**src/rtl/core/sdjq_pkg.sv**
```systemverilog
package sdjq_pkg;

   // field widths of one job
   localparam int SPRITE_W = 10;
   localparam int FRAME_W  = 9;
   localparam int LAYER_W  = 8;
   localparam int POS_W    = 16;
   localparam int MODE_W   = 8;
   localparam int SLOT_W   = 7;
   localparam int CFG_W    = 11;
   localparam int ACTION_W = 2;
   localparam int STATUS_W = 2;

   // request kinds
   localparam logic [ACTION_W-1:0] ACT_ADD    = 2'd0;
   localparam logic [ACTION_W-1:0] ACT_INSERT = 2'd1;
   localparam logic [ACTION_W-1:0] ACT_READ   = 2'd2;
   localparam logic [ACTION_W-1:0] ACT_CLEAR  = 2'd3;

   // result status codes
   localparam logic [STATUS_W-1:0] ST_OK       = 2'd0;
   localparam logic [STATUS_W-1:0] ST_BAD_SPR  = 2'd1;
   localparam logic [STATUS_W-1:0] ST_FULL     = 2'd2;
   localparam logic [STATUS_W-1:0] ST_BAD_POS  = 2'd3;

   // one queue entry, sprite in the lowest bits
   typedef struct packed {
      logic [MODE_W-1:0]   mode;
      logic [POS_W-1:0]    y;
      logic [POS_W-1:0]    x;
      logic [LAYER_W-1:0]  layer;
      logic [FRAME_W-1:0]  frame;
      logic [SPRITE_W-1:0] sprite;
   } entry_type;

   localparam int ENTRY_W = $bits(entry_type);

endpackage

```
**src/rtl/core/sdjq_cell.sv**
```systemverilog
module sdjq_cell (
   input  logic                clock,
   input  logic                shift_en,
   input  sdjq_pkg::entry_type d_in,
   output sdjq_pkg::entry_type q_out
);

   sdjq_pkg::entry_type entry_ff;
   sdjq_pkg::entry_type entry_in;

   // take the neighbour's entry on every rotation step
   assign entry_in = shift_en ? d_in : entry_ff;

   always_ff @(posedge clock) begin
      entry_ff <= entry_in;
   end

   assign q_out = entry_ff;

endmodule

```
**src/rtl/core/sdjq_ctrl.sv**
```systemverilog
module sdjq_ctrl #(
   parameter int QUEUE_DEPTH = 64
) (
   input  logic                                clock,
   input  logic                                reset,
   // request side
   input  logic                                req_valid,
   output logic                                req_ready,
   input  logic [sdjq_pkg::ACTION_W-1:0]       req_action,
   input  sdjq_pkg::entry_type                 req_job,
   input  logic [sdjq_pkg::SLOT_W-1:0]         req_position,
   input  logic [sdjq_pkg::CFG_W-1:0]          sprite_count,
   // ring of cells
   output logic                                shift_en,
   input  sdjq_pkg::entry_type                 head,
   output sdjq_pkg::entry_type                 tail,
   // result side
   output logic                                rsp_valid,
   input  logic                                rsp_ready,
   output logic [sdjq_pkg::STATUS_W-1:0]       rsp_status,
   output logic [sdjq_pkg::SLOT_W-1:0]         rsp_slot,
   output logic [sdjq_pkg::SLOT_W-1:0]         rsp_count,
   output sdjq_pkg::entry_type                 rsp_entry
);

   localparam int CW = $clog2(QUEUE_DEPTH + 1);
   localparam int IW = $clog2(QUEUE_DEPTH);
   localparam int PW = (CW > sdjq_pkg::SLOT_W) ? CW : sdjq_pkg::SLOT_W;

   typedef enum logic [2:0] {
      S_IDLE  = 3'b001,
      S_SWEEP = 3'b010,
      S_DONE  = 3'b100
   } state_type;

   state_type                        state_ff, state_in;
   logic [CW-1:0]                    cnt_ff, cnt_in;
   logic [IW-1:0]                    t_ff, t_in;
   logic                             found_ff, found_in;
   logic                             place_ok_ff, place_ok_in;
   logic [sdjq_pkg::ACTION_W-1:0]    op_ff, op_in;
   sdjq_pkg::entry_type              job_ff, job_in;
   sdjq_pkg::entry_type              hold_ff, hold_in;
   sdjq_pkg::entry_type              rd_ff, rd_in;
   logic [sdjq_pkg::SLOT_W-1:0]      pos_ff, pos_in;
   logic [CW-1:0]                    slot_ff, slot_in;
   logic [sdjq_pkg::STATUS_W-1:0]    status_ff, status_in;
   logic                             rsp_valid_ff, rsp_valid_in;
   logic [sdjq_pkg::STATUS_W-1:0]    rsp_status_ff, rsp_status_in;
   logic [sdjq_pkg::SLOT_W-1:0]      rsp_slot_ff, rsp_slot_in;
   logic [sdjq_pkg::SLOT_W-1:0]      rsp_count_ff, rsp_count_in;
   sdjq_pkg::entry_type              rsp_entry_ff, rsp_entry_in;

   logic          accept;
   logic          last_step;
   logic          job_less;
   logic          place_now;
   logic          rsp_free;
   logic [PW-1:0] t_ext, cnt_ext, pos_ext, req_pos_ext;
   logic [sdjq_pkg::STATUS_W-1:0] new_status;

   assign req_ready = (state_ff == S_IDLE);
   assign accept    = req_valid && req_ready;
   assign rsp_free  = !rsp_valid_ff || rsp_ready;
   assign last_step = (t_ff == IW'(QUEUE_DEPTH - 1));

   assign t_ext       = PW'(t_ff);
   assign cnt_ext     = PW'(cnt_ff);
   assign pos_ext     = PW'(pos_ff);
   assign req_pos_ext = PW'(req_position);

   // job sorts before the entry at the head: lower layer, or same layer and lower y
   assign job_less = (job_ff.layer < head.layer) ||
                     ((job_ff.layer == head.layer) && ($signed(job_ff.y) < $signed(head.y)));

   // the step at which the job goes in
   always_comb begin
      if (op_ff == sdjq_pkg::ACT_ADD) begin
         place_now = !found_ff && ((t_ext == cnt_ext) || ((t_ext < cnt_ext) && job_less));
      end else begin
         place_now = !found_ff && (t_ext == pos_ext) && (op_ff == sdjq_pkg::ACT_INSERT);
      end
   end

   // status of a new request, first failing check wins
   always_comb begin
      new_status = sdjq_pkg::ST_OK;
      case (req_action)
         sdjq_pkg::ACT_ADD, sdjq_pkg::ACT_INSERT: begin
            if ({1'b0, req_job.sprite} >= sprite_count) begin
               new_status = sdjq_pkg::ST_BAD_SPR;
            end else if (cnt_ext >= PW'(QUEUE_DEPTH)) begin
               new_status = sdjq_pkg::ST_FULL;
            end else if ((req_action == sdjq_pkg::ACT_INSERT) && (req_pos_ext > cnt_ext)) begin
               new_status = sdjq_pkg::ST_BAD_POS;
            end
         end
         sdjq_pkg::ACT_READ: begin
            if (req_pos_ext >= cnt_ext) begin
               new_status = sdjq_pkg::ST_BAD_POS;
            end
         end
         default: begin
            new_status = sdjq_pkg::ST_OK;
         end
      endcase
   end

   // sequencer: one full rotation of the ring per add, insert or read
   always_comb begin
      state_in      = state_ff;
      cnt_in        = cnt_ff;
      t_in          = t_ff;
      found_in      = found_ff;
      place_ok_in   = place_ok_ff;
      op_in         = op_ff;
      job_in        = job_ff;
      hold_in       = hold_ff;
      rd_in         = rd_ff;
      pos_in        = pos_ff;
      slot_in       = slot_ff;
      status_in     = status_ff;
      rsp_valid_in  = rsp_valid_ff && !rsp_ready;
      rsp_status_in = rsp_status_ff;
      rsp_slot_in   = rsp_slot_ff;
      rsp_count_in  = rsp_count_ff;
      rsp_entry_in  = rsp_entry_ff;
      shift_en      = 1'b0;
      tail          = head;

      case (state_ff)
         S_IDLE: begin
            if (accept) begin
               op_in       = req_action;
               job_in      = req_job;
               pos_in      = req_position;
               t_in        = '0;
               found_in    = 1'b0;
               rd_in       = '0;
               status_in   = new_status;
               place_ok_in = (new_status == sdjq_pkg::ST_OK) &&
                             ((req_action == sdjq_pkg::ACT_ADD) ||
                              (req_action == sdjq_pkg::ACT_INSERT));
               if (req_action == sdjq_pkg::ACT_CLEAR) begin
                  cnt_in   = '0;
                  slot_in  = '0;
                  state_in = S_DONE;
               end else begin
                  slot_in  = (req_action == sdjq_pkg::ACT_ADD) ? cnt_ff : CW'(req_position);
                  state_in = S_SWEEP;
               end
            end
         end
         S_SWEEP: begin
            shift_en = 1'b1;
            t_in     = t_ff + 1'b1;
            if (place_now) begin
               found_in = 1'b1;
               if (op_ff == sdjq_pkg::ACT_ADD) begin
                  slot_in = CW'(t_ff);
               end
            end
            // splice the job in and delay the rest by one place
            if (place_ok_ff && place_now) begin
               tail    = job_ff;
               hold_in = head;
            end else if (place_ok_ff && found_ff) begin
               tail    = hold_ff;
               hold_in = head;
            end
            // pick up the entry a read asks for
            if ((op_ff == sdjq_pkg::ACT_READ) && (status_ff == sdjq_pkg::ST_OK) &&
                (t_ext == pos_ext)) begin
               rd_in = head;
            end
            if (last_step) begin
               t_in     = '0;
               state_in = S_DONE;
               if (place_ok_ff) begin
                  cnt_in = cnt_ff + 1'b1;
               end
            end
         end
         S_DONE: begin
            if (rsp_free) begin
               rsp_valid_in  = 1'b1;
               rsp_status_in = status_ff;
               rsp_slot_in   = sdjq_pkg::SLOT_W'(slot_ff);
               rsp_count_in  = sdjq_pkg::SLOT_W'(cnt_ff);
               rsp_entry_in  = rd_ff;
               state_in      = S_IDLE;
            end
         end
         default: begin
            state_in = S_IDLE;
         end
      endcase
   end

   // control state
   always_ff @(posedge clock) begin
      if (reset) begin
         state_ff     <= S_IDLE;
         cnt_ff       <= '0;
         t_ff         <= '0;
         found_ff     <= 1'b0;
         place_ok_ff  <= 1'b0;
         rsp_valid_ff <= 1'b0;
      end else begin
         state_ff     <= state_in;
         cnt_ff       <= cnt_in;
         t_ff         <= t_in;
         found_ff     <= found_in;
         place_ok_ff  <= place_ok_in;
         rsp_valid_ff <= rsp_valid_in;
      end
   end

   // payload
   always_ff @(posedge clock) begin
      op_ff         <= op_in;
      job_ff        <= job_in;
      hold_ff       <= hold_in;
      rd_ff         <= rd_in;
      pos_ff        <= pos_in;
      slot_ff       <= slot_in;
      status_ff     <= status_in;
      rsp_status_ff <= rsp_status_in;
      rsp_slot_ff   <= rsp_slot_in;
      rsp_count_ff  <= rsp_count_in;
      rsp_entry_ff  <= rsp_entry_in;
   end

   assign rsp_valid  = rsp_valid_ff;
   assign rsp_status = rsp_status_ff;
   assign rsp_slot   = rsp_slot_ff;
   assign rsp_count  = rsp_count_ff;
   assign rsp_entry  = rsp_entry_ff;

endmodule

```
**src/rtl/core/sorted_draw_job_queue_top.sv**
```systemverilog
// Sorted draw job queue.
// Request channel (req_): one request per handshake; req_tuser carries the action
// (add sorted, insert at position, read entry, clear) and req_tdata the job and position.
// Result channel (rsp_): exactly one result per request, in request order; rsp_tuser is
// the status, rsp_tdata the slot, the count after the request and the entry read.
// Configuration (csr_): writes the sprite count; always ready, write only while idle.
// Jobs live in a ring of QUEUE_DEPTH cells. Add, insert and read rotate the ring once,
// one cell per cycle, comparing or splicing at the head; clear does not rotate. One
// request is worked at a time: the next is taken once the result is in the output register.
// A new request is taken while the previous result still waits in the output register.
// Reset empties the queue and zeroes the sprite count; cell contents are left as they are.
// If the receiver stalls, the result is held and the next finished result waits in the
// sequencer, which stops taking requests until the output register frees up.
module sorted_draw_job_queue_top #(
   parameter int QUEUE_DEPTH = 64
) (
   input  logic        clock,
   input  logic        reset,
   // request
   input  logic        req_tvalid,
   output logic        req_tready,
   // sprite_number, frame_number, layer, pos_x, pos_y, draw_mode, position, zero fill
   input  logic [79:0] req_tdata,
   // action
   input  logic [1:0]  req_tuser,
   // result
   output logic        rsp_tvalid,
   input  logic        rsp_tready,
   // slot, count, out_sprite, out_frame, out_layer, out_x, out_y, out_mode, zero fill
   output logic [87:0] rsp_tdata,
   // status
   output logic [1:0]  rsp_tuser,
   // configuration
   input  logic        csr_valid,
   output logic        csr_ready,
   input  logic [10:0] csr_data
);

   localparam int EW = sdjq_pkg::ENTRY_W;

   logic [sdjq_pkg::CFG_W-1:0] sprite_count_ff;
   logic [sdjq_pkg::CFG_W-1:0] sprite_count_in;

   sdjq_pkg::entry_type req_job;
   sdjq_pkg::entry_type rsp_entry;
   sdjq_pkg::entry_type head;
   sdjq_pkg::entry_type tail;
   sdjq_pkg::entry_type ring [QUEUE_DEPTH];
   logic                shift_en;
   logic [sdjq_pkg::SLOT_W-1:0] rsp_slot;
   logic [sdjq_pkg::SLOT_W-1:0] rsp_count;

   // sprite count register
   assign csr_ready       = 1'b1;
   assign sprite_count_in = (csr_valid && csr_ready) ? csr_data : sprite_count_ff;

   always_ff @(posedge clock) begin
      if (reset) begin
         sprite_count_ff <= '0;
      end else begin
         sprite_count_ff <= sprite_count_in;
      end
   end

   assign req_job = sdjq_pkg::entry_type'(req_tdata[EW-1:0]);

   sdjq_ctrl #(
      .QUEUE_DEPTH (QUEUE_DEPTH)
   ) u_ctrl (
      .clock        (clock),
      .reset        (reset),
      .req_valid    (req_tvalid),
      .req_ready    (req_tready),
      .req_action   (req_tuser),
      .req_job      (req_job),
      .req_position (req_tdata[EW+sdjq_pkg::SLOT_W-1:EW]),
      .sprite_count (sprite_count_ff),
      .shift_en     (shift_en),
      .head         (head),
      .tail         (tail),
      .rsp_valid    (rsp_tvalid),
      .rsp_ready    (rsp_tready),
      .rsp_status   (rsp_tuser),
      .rsp_slot     (rsp_slot),
      .rsp_count    (rsp_count),
      .rsp_entry    (rsp_entry)
   );

   // ring of cells: each hands its entry down towards the head, tail fed by the sequencer
   for (genvar i = 0; i < QUEUE_DEPTH; i++) begin : g_cell
      if (i == QUEUE_DEPTH - 1) begin : g_last
         sdjq_cell u_cell (
            .clock    (clock),
            .shift_en (shift_en),
            .d_in     (tail),
            .q_out    (ring[i])
         );
      end else begin : g_mid
         sdjq_cell u_cell (
            .clock    (clock),
            .shift_en (shift_en),
            .d_in     (ring[i+1]),
            .q_out    (ring[i])
         );
      end
   end

   assign head = ring[0];

   assign rsp_tdata = {7'd0, rsp_entry, rsp_count, rsp_slot};

endmodule
```
**config.mk**
```make
export PLATFORM = sky130hd
export DESIGN_NAME = sorted_draw_job_queue_top
export DESIGN_NICKNAME = d
export VERILOG_FILES = /design/src/rtl/core/sdjq_pkg.sv /design/src/rtl/core/sdjq_cell.sv /design/src/rtl/core/sdjq_ctrl.sv /design/src/rtl/core/sorted_draw_job_queue_top.sv
export SDC_FILE = /design/constraint.sdc
export NUM_CORES = 2
export LEC_CHECK = 0
export BUFFER_PORTS_ARGS = -buffer_cell sky130_fd_sc_hd__buf_4
export CORE_MARGIN = 2
export CORE_UTILIZATION = 35
export CTS_BUF_LIST = sky130_fd_sc_hd__clkbuf_4
export DETAILED_ROUTE_END_ITERATION = 6
export PLACE_DENSITY = 0.59
export SLEW_MARGIN = 20
export SYNTH_ARGS = -nofsm -noshare
export SYNTH_HDL_FRONTEND = slang
export SYNTH_SLANG_ARGS = --single-unit
```
**constraint.sdc**
```tcl
create_clock -name clock -period 215.6 [get_ports clock]
set_input_delay 43.12 -clock clock [delete_from_list [all_inputs] [get_ports clock]]
set_output_delay 43.12 -clock clock [all_outputs]
set_load 0.01 [all_outputs]
```
==> out/summary.txt <==
==========================================================================
Outcome ..................................................... finished with violations
Failing checks .............................................. antenna rules
Combined area of all synthesized cells ......................   0.142 mm^2
Synthesis-to-finish area growth .............................        16.0%
Share of total power in the clock network ...................        40.0%
Final setup violation count .................................            0
Area of the multi-input gates ............................... 0.00358 mm^2
Slew at the pin closest to its max-slew limit ...............      1.25 ns
Max FO, Critical Path .......................................            5
Sequential group share of total power .......................        58.3%
Residual antenna-violating net count after detailed routing .            1
Final wirelength ............................................    205000 um
Final setup TNS .............................................         0 ns
Data required time of the critical path .....................    172.48 ns
Pin count of the biggest net entering global routing ........          211
Total of cells resized after clock tree synthesis ...........            0
Distinct cell type count after synthesis ....................           57
Antenna violations before repair ............................           30
Horizontal die dimension ....................................       642 um
Worst IR drop on VDD ........................................ 0.00000536 V
Remaining routing DRC violations ............................            0
Die area ....................................................   0.412 mm^2
Power density over the cells ................................ 10.7 mW/mm^2
Register bit total from synthesis ...........................         4620
Setup slack after layout ....................................    169.60 ns
Post-synth ARST share .......................................           0%
Number of sinks driven by the clock tree ....................         4620
Clock tree from TritonCTS ...................................          yes
CTS H-Tree Depth ............................................            7
Sequential fraction of the synthesis area ...................        97.2%
GRT overflow ................................................            0
Fmax ........................................................   0.0217 GHz
Warnings from Yosys .........................................            0
Fraction of power spent switching nets ......................        20.6%
Fraction of layout instances using a drive strength above 1 .        28.5%
Die boundary height .........................................       642 um
Storage cell area ...........................................   0.138 mm^2
Clock transition at the registers of the reported paths .....      0.08 ns
Final-stage net count .......................................         6745
Data arrival, critical path .................................      2.88 ns
Post-synth EDFFs ............................................         4590
Number of cells produced by synthesis .......................         5192
Worst setup skew after layout ...............................     0.153 ns
Quantity of I/O buffers inserted on ports ...................          176
Worst Setup Start Kind ......................................     register
Number of core rows .........................................          234
CTS Root Buffer Type ........................................     clkbuf_4
Total via count in the routed design ........................        53900
Internal portion of total power .............................      1.40 mW
Final Slew Violations .......................................            0
Count of pins on the block boundary .........................          191
Global placer's final weighted congestion ...................        0.779
Number of filler instances in the final layout ..............        35200
Core outline area ...........................................   0.406 mm^2
Post-CTS setup buffer count .................................            0
Critical path class .........................................   reg -> out
Crit end category ...........................................   output pin
Global-route wire length before repair ......................    314000 um
Initial DRT Pass Iterations .................................            5
Number of buffers inserted during clock tree synthesis ......         1208
Average instance area after synthesis .......................    27.4 um^2
Top_reg_cell synth ..........................................     edfxtp_1
Share of the clock period used by the worst path ............        21.3%
Global-route total usage across every layer .................        9.87%
Post-layout min period ......................................     46.00 ns
Hold Worst Slack ............................................     0.280 ns
Starting density of the core ................................        35.1%
Mean routed wirelength per cell .............................      16.0 um
Hold-fix buffers, CTS .......................................            0
Insertion delay to the later sink of the worst-skew pair ....      1.63 ns
Total power of the final layout .............................      1.76 mW
Relative contribution of combinational cells to total power .         1.8%
Static power due to leakage .................................      47.5 nW
Worst slew margin relative to its limit .....................        16.6%
Class of the tightest hold or removal check .................   reg -> reg
Unrepaired setup endpoints after global routing .............           no
DP HPWL .....................................................     97200 um
Post-detailed-route via-to-cell ratio .......................         4.21
Number of violations of the max-capacitance limit ...........            0
Largest buffer count on any clock path ......................            5
Vias in the first global route ..............................        56200
Starting DRC count in detailed routing ......................         4736
Psw .........................................................     0.363 mW
Number of hold violations in the final report ...............            0
Post-placement setup slack ..................................    169.86 ns
==========================================================================
[synthesized netlist by cell type, drive strengths merged (2+ instances only)]
| cell type | instances | area share, % |
|---|---|---|
| a221oi | 6 | 0.037 |
| nor2b | 8 | 0.035 |
| a211oi | 3 | 0.019 |
| xnor2 | 5 | 0.031 |
| o21ai | 15 | 0.053 |
| buf | 26 | 0.12 |
| mux2i | 12 | 0.084 |
| and3 | 3 | 0.013 |
| edfxtp | 4590 | 97 |
| o21bai | 2 | 0.011 |
| a2111oi | 3 | 0.027 |
| and2 | 45 | 0.20 |
| nand3 | 11 | 0.039 |
| a31oi | 2 | 0.0088 |
| o221a | 67 | 0.53 |
| nand4 | 10 | 0.044 |
| nand2b | 4 | 0.018 |
| conb | 2 | 0.0053 |
| clkbuf | 19 | 0.051 |
| nand2 | 19 | 0.052 |
| nor2 | 71 | 0.19 |
| nor3 | 5 | 0.018 |
| o21a | 3 | 0.016 |
| or3 | 2 | 0.0088 |
| a21oi | 25 | 0.091 |
| inv | 52 | 0.14 |
| xor2 | 7 | 0.043 |
| or2 | 69 | 0.30 |
| ha | 49 | 0.43 |
| a21o | 10 | 0.053 |
| a211o | 2 | 0.012 |
| nor4 | 2 | 0.018 |
| dfxtp | 30 | 0.42 |
[power by group through the flow]
stage	Clock [mW]	Combinational [mW]	Sequential [mW]
6_report	0.703	0.0313	1.03
5_1_grt	0.787	0.0348	1.03
4_1_cts	0.740	0.0316	1.03
3_5_place_dp	0	0.0319	1.05
3_3_place_gp	0	0.0302	1.05
2_1_floorplan	0	0.0202	1.30
[worst paths after layout]
path | cells after the start | slack (ns) | to | from
worst min-delay path | 0 | 0.28 | g_cell[25].g_mid.u_cell.q_out[24]$_DFFE_PP_ | g_cell[26].g_mid.u_cell.q_out[24]$_DFFE_PP_
worst max register to register | 11 | 206.41 | g_cell[46].g_mid.u_cell.q_out[33]$_DFFE_PP_ | u_ctrl.state_ff[1]$_SDFFE_PP0P_
worst max-delay path | 3 | 169.60 | req_tready | u_ctrl.state_ff[0]$_SDFFE_PP1P_
worst min register to register | 0 | 0.28 | g_cell[25].g_mid.u_cell.q_out[24]$_DFFE_PP_ | g_cell[26].g_mid.u_cell.q_out[24]$_DFFE_PP_
[metrics by stage]
step | cell area (um^2) | utilization (%) | cells
3_3_place_gp | 151000 | 37.2 | 10800
2_1_floorplan | 142000 | - | 5198
4_1_cts | 165000 | 40.7 | 12700
3_5_place_dp | 151000 | 37.2 | 10800
6_report | 165000 | 40.7 | 12800
5_1_grt | 165000 | 40.7 | 12800
[area by class of cell]
class | instances | share of cell area (%)
flip-flops and latches | 4620 | 83.8
clock buffers | 1670 | 7.59
well taps | 5428 | 4.11
multi-input cells | 481 | 2.17
repair buffers | 235 | 1.19
clock inverters | 269 | 0.927
inverters | 52 | 0.124
diodes | 39 | 0.0591
[sequential cells by signal, summed over array words and instances, names as in the netlist, 11 cells and up]
register                    flops
u_ctrl.job_ff                  67
g_cell.g_mid.u_cell.q_out    4221
sprite_count_ff                11
u_ctrl.rsp_entry               67
g_cell.g_last.u_cell.q_out     67
u_ctrl.hold_ff                 67
u_ctrl.rd_ff                   67
[kinds of logic (layout without fill, tap and decap cells)]
group / Yosys count / count (layout) / synth area share, %
xor gates and xnor gates: 12 / 12 / 0.0738
muxes: 13 / 13 / 0.0949
AOI/OAI and AO/OA: 146 / 146 / 0.910
buffers and inverters: 97 / 2226 / 0.313
and+or+nand+nor: 253 / 253 / 0.955
other: 2 / 47 / 0.00527
adders and majority gates: 49 / 49 / 0.431
DFF: 4620 / 4620 / 97.2
[routing by layer]
layer  vias up  share of wire [%]  track usage (%)
met4         2                3.2             6.24
met1     27400                 46             12.9
met2      1413                 46             13.7
met3       417                5.6             3.86
met5         -             0.0034                0
li1      24600                  -                -
[cells in the final DEF (no fill, tap or decap), types with 37 or more instances in the layout]
cell,count
and2_1,45
buf_4,215
clkbuf_4,1670
clkinv_1,203
diode_2,39
edfxtp_1,4590
ha_1,49
inv_1,50
nor2_1,70
o221a_2,37
or2_2,68
[critical path, stage by stage, from the launching register on]
cell	delay [ns]
dfxtp_1	0.39
inv_1	0.10
nor3_1	0.53
buf_4	0.32
No activity file was read; power rests on OpenSTA's default activity.
